<file path="config.mk">
export PLATFORM = sky130hd
export DESIGN_NAME = crlb_mac
export DESIGN_NICKNAME = d
export VERILOG_FILES = /design/src/sv/conv2d_relu_line_buffer_macros.svh /design/src/sv/crlb_pkg.sv /design/src/sv/crlb_mac.sv
export SDC_FILE = /design/constraint.sdc
export NUM_CORES = 2
export LEC_CHECK = 0
export ABC_CLOCK_PERIOD_IN_PS = 7400
export BUFFER_PORTS_ARGS = -buffer_cell sky130_fd_sc_hd__buf_4
export CAP_MARGIN = 20
export CORE_MARGIN = 3
export CORE_UTILIZATION = 35
export CTS_BUF_LIST = sky130_fd_sc_hd__clkbuf_16
export DETAILED_ROUTE_END_ITERATION = 7
export PLACE_DENSITY_LB_ADDON = 0.2
export SETUP_SLACK_MARGIN = 0.2
export SLEW_MARGIN = 20
export SYNTH_ARGS = -nofsm -noshare
export SYNTH_HDL_FRONTEND = slang
export SYNTH_SLANG_ARGS = --single-unit
</file>
<file path="constraint.sdc">
create_clock -name clk -period 7.4 [get_ports clk]
set_clock_uncertainty 0.05 [all_clocks]
set_input_delay 0.37 -clock clk [delete_from_list [all_inputs] [get_ports clk]]
set_output_delay 0.37 -clock clk [all_outputs]
set_load 0.02 [all_outputs]
</file>
<file path="src/sv/conv2d_relu_line_buffer_macros.svh">
// assertion macros for the conv2d relu line buffer block
// no dependencies; included by files that assert
`ifndef CONV2D_RELU_LINE_BUFFER_MACROS_SVH
`define CONV2D_RELU_LINE_BUFFER_MACROS_SVH
`ifndef ASSERT_OFF
`define CRLB_ASSERT(lbl, clk, rst, prop) \
  lbl: assert property (@(posedge clk) disable iff (rst) prop) \
    else $error("crlb assertion failed");
`define CRLB_ASSERT_NEXT(lbl, clk, rst, pre, post) \
  lbl: assert property (@(posedge clk) disable iff (rst) (pre) |=> (post)) \
    else $error("crlb assertion failed");
`else
`define CRLB_ASSERT(lbl, clk, rst, prop)
`define CRLB_ASSERT_NEXT(lbl, clk, rst, pre, post)
`endif
`endif

</file>
<file path="src/sv/crlb_pkg.sv">
// shared types and constants for the conv2d relu line buffer block
// no dependencies
package crlb_pkg;
  localparam int IMAGE_WIDTH  = 32;
  localparam int KERNEL_SIZE  = 3;
  localparam int NUM_CHANNELS = 4;
  localparam int NUM_FILTERS  = 8;
  localparam int FX_BITS      = 24;
  localparam int FX_FRAC      = 4 * 5;

  localparam int LINE_DEPTH   = (KERNEL_SIZE - 1) * IMAGE_WIDTH * NUM_CHANNELS
                                + KERNEL_SIZE * NUM_CHANNELS;
  localparam int TAPS         = KERNEL_SIZE * KERNEL_SIZE * NUM_CHANNELS;
  localparam int WEIGHT_DEPTH = TAPS * NUM_FILTERS;
  localparam int ROW_STEP     = (IMAGE_WIDTH - KERNEL_SIZE) * NUM_CHANNELS + 1;

  localparam int LA_W  = $clog2(LINE_DEPTH);
  localparam int WA_W  = $clog2(WEIGHT_DEPTH);
  localparam int TAP_W = $clog2(TAPS);
  localparam int F_W   = $clog2(NUM_FILTERS);
  localparam int POS_W = $clog2(IMAGE_WIDTH);
  localparam int CH_W  = $clog2(NUM_CHANNELS);

  typedef enum logic [1:0] {
    CMD_WEIGHT = 2'd0,
    CMD_BIAS   = 2'd1,
    CMD_SAMPLE = 2'd2,
    CMD_NONE   = 2'd3
  } cmd_t;

  typedef struct packed {
    logic [1:0]                cmd;
    logic signed [FX_BITS-1:0] value;
    logic [1:0]                kernel_row;
    logic [1:0]                kernel_col;
    logic [1:0]                in_channel;
    logic [2:0]                filter_sel;
  } in_t;

  typedef struct packed {
    logic [FX_BITS-2:0] activation;
    logic [2:0]         filter_index;
    logic               last_of_run;
  } out_t;

  typedef struct packed {
    logic vld;
    logic first;
    logic last;
  } mac_ctrl_t;

  typedef enum logic [3:0] {
    S_IDLE  = 4'b0001,
    S_RUN   = 4'b0010,
    S_DRAIN = 4'b0100,
    S_EMIT  = 4'b1000
  } state_t;
endpackage

</file>
<file path="src/sv/crlb_mac.sv">
// multiply-accumulate unit: registered product, floored to fraction bits, wrapping sum
// depends on crlb_pkg
module crlb_mac (
  input  logic                               clk,
  input  logic                               rst,
  input  crlb_pkg::mac_ctrl_t                ctrl,
  input  logic signed [crlb_pkg::FX_BITS-1:0] sample,
  input  logic signed [crlb_pkg::FX_BITS-1:0] weight,
  output logic                               sum_vld,
  output logic [crlb_pkg::FX_BITS-1:0]       sum
);
  import crlb_pkg::*;

  mac_ctrl_t                   ctrl_q;
  logic signed [2*FX_BITS-1:0] prod;
  logic [FX_BITS-1:0]          prod_fx;
  logic [FX_BITS-1:0]          acc;

  assign prod_fx = prod[FX_FRAC+FX_BITS-1:FX_FRAC];
  assign sum     = acc;

  always_ff @(posedge clk) begin
    prod <= sample * weight;
    if (ctrl_q.vld) begin
      acc <= ctrl_q.first ? prod_fx : acc + prod_fx;
    end
    if (rst) begin
      ctrl_q  <= '0;
      sum_vld <= 1'b0;
    end else begin
      ctrl_q  <= ctrl;
      sum_vld <= ctrl_q.vld & ctrl_q.last;
    end
  end
endmodule

</file>
==> impl_metrics.toml <==
[layout]
layout.nets = 3136
syn_to_final_growth_pct = 6.98
seqCellArea_um2 = 1280
multiInputGateArea_um2 = 18300
final_cell_count_no_fill = 3209
num-fill-cells = 6389
final_layout_size_suffix_gt1_share_pct = 4.81

[clock_tree]
cts_tree = "yes"
post_cts_buffers = 0
clk_pin_slew_worst_paths_ns = 0.07
h-tree-depth = 2
cts_inserted_buffers = 5
clk_latency_ns = 0.30
ctsRootBufferMaster = "clkbuf_16"
postCtsHoldBufs = 0
cts_sinks = 52
cts_buffer_depth = 2
cts_resized = 0

[timing]
rsz0062_at_grt = "false"
setup_tns_ns = 0
finalHoldViolCount = 0
drv_slew = 0
clock.fmax_ghz = 0.145
finalCritPeriodShare_pct = 93.4
relSlewSlack_pct = 44.2
period_needed_ns = 6.91
tightest_slew_ns = 0.836
final-setup-viol-count = 0

[global_route]
grt_pass1_wl_um = 96200
antenna_found_initial = 1
overflow = 0
grt_pass1_vias = 17600
grt_max_degree = 45
grt_usage_pct = 18.5

[synthesis]
synth_edf_count = 24
synth-warning-count = 0
yosysSeqAreaShare_pct = 5.79
synth-main-ff-cell = "dfxtp_1"
syn_inst = 2372
synth-seq-cells = 52
synth_largest_area_cell = "fa_1"
syn-num-nets = 3139
synthesis.area_um2 = 22100
synth_area_per_cell_um2 = 9.33
synth_area_leaders = "fa_1 51%, inv_1 9.8%, ha_1 8.4%"
synth_top_area_share_pct = 51.2
synthArstFlopShare_pct = 0
yosys.cell_types.count = 55

[critical_path]
cp-start-kind = "primary input"
cpLargestDelayFamily = "adder cells"
critPathMaxStageDelay_ns = 0.55
worstSetupEndpointType = "flop"
critical_path.most_common_cell = "fa_1"
arrival_ns = 7.07
cp_max_fo = 24
cp.required_ns = 7.56
critical_path.cell_chain = "buf_4, and2_1, fa_1, fa_1, inv_1, fa_1, fa_1, fa_1, inv_1, fa_1, inv_1, fa_1, inv_1, ha_1, a21oi_1, o211ai_1, o2111ai_1, a21oi_2, a31oi_1, buf_4, o22ai_1, o21ai_0, a32oi_1, xor2_1"
crit_type = "primary input to flop"
worst_path_max_delay_cell = "fa_1"
cp_num_buf_inv = 6

[detailed_routing]
drc = 0
firstDrtPassIters = 5
drt-wirelength-per-cell_um = 18.1
drtIter0Drc = 799
vias = 15300
ant_nets = 0
wl_um = 57900
viasPerCell = 4.77

[floorplan]
die_y_um = 258
die_w_um = 258
initial_core_util_pct = 35.6
dieArea_um2 = 66300
coreArea_um2 = 62200
io_pins = 78
rows = 91

[run_status]
status = "complete, no violations"

[place]
place_inst = 3199
portBuffers = 77
hpwl_um = 47600
gp_congestion = 0.822

[hold_path]
hold_path.class = "primary input to flop"

[job]
cap_violations = 0
-- synth_stat cells (17+ instances only) --
cell and instances:
ha_1 148, dfxtp_1 28, xor2_1 26, edfxtp_1 24, nor2b_1 27, a21o_1 17, fa_1 566, nor2_1 32
inv_1 576, o21ai_0 39, a21oi_1 35, and2_1 282, clkbuf_1 104, xnor2_1 41, nand2_1 316
-- logic make-up (layout without fill, tap and decap cells) --
family                     after synthesis  in the layout  share of synthesized area [%]
muxes                                    3              3                          0.153
adders and majority gates              714            714                           59.5
AOI/OAI and AO/OA                      152            152                           4.42
other                                    0              2                              0
and+or+nand+nor                        703            703                           15.9
xor gates and xnor gates                67             67                           2.65
buffers and inverters                  681            679                           11.6
DFF                                     52             52                           5.79
-- cell type report --
class | count | share of cell area (%)
Antenna cell | 2 | 0.0211
Timing Repair Buffer | 95 | 3.06
Inverter | 576 | 9.13
Multi-Input combinational cell | 1639 | 77.3
Clock inverter | 2 | 0.0475
Clock buffer | 6 | 0.634
Sequential cell | 52 | 5.41
Tap cell | 837 | 4.42
-- worst paths after layout --
kind	slack, ns	depth (start not counted)	start	to
max	0.49	24	sample[9]	prod[36]$_DFF_P_
min reg2reg	0.37	2	ctrl_q[0]$_SDFF_PP0_	sum_vld$_SDFF_PP0_
min	0.21	2	rst	sum_vld$_SDFF_PP0_
max reg2reg	4.20	12	sum[0]$_DFFE_PP_	sum[22]$_DFFE_PP_
-- layer usage --
layer | routed length [um] | track usage, % | up-vias
li1 | - | - | 6870
met1 | 24400 | 23.7 | 8068
met2 | 29800 | 33.6 | 285
met3 | 1880 | 1.35 | 70
met4 | 1790 | 4.93 | 0
met5 | 0 | 0 | -
-- cell usage in the layout, fill, tap and decap left out, types with 17 or more instances in the layout --
cell type	n
inv_1	576
nand2_1	316
a21o_1	17
o21ai_0	37
xnor2_1	41
dfxtp_1	28
nor2b_1	27
nor2_1	32
xor2_1	26
ha_1	148
fa_1	566
a21oi_1	34
buf_4	94
edfxtp_1	24
and2_1	282
-- through the flow --
step	util [%]	setup slack, ns	instance area [um^2]	hold slack [ns]
after floorplan	-	0.703	22100	0.345
after global placement	37.8	0.0936	23500	0.352
after detailed placement	37.8	0.0151	23500	0.361
after CTS	38.1	0.310	23700	0.198
after global routing	38.1	0.262	23700	0.201
final	38.1	0.486	23700	0.205
-- registers in the layout, summed over array words and instances, names as in the netlist --
name	cells
ctrl_q	3
prod	24
sum	24
sum_vld	1
-- worst register-to-register path, delay by kind of cell (launching register included) --
kind / cells / cell delay [ns]
AOI/OAI and AO/OA: 6 / 1.43
adders and majority gates: 2 / 0.56
DFF: 1 / 0.36
xor gates and xnor gates: 1 / 0.15
buffers and inverters: 1 / 0.05
and+or+nand+nor: 2 / 0.33
Power is left out: the tool's default activity adds up to more than one toggle a clock period on the data nets, which glitch-free logic cannot reach.
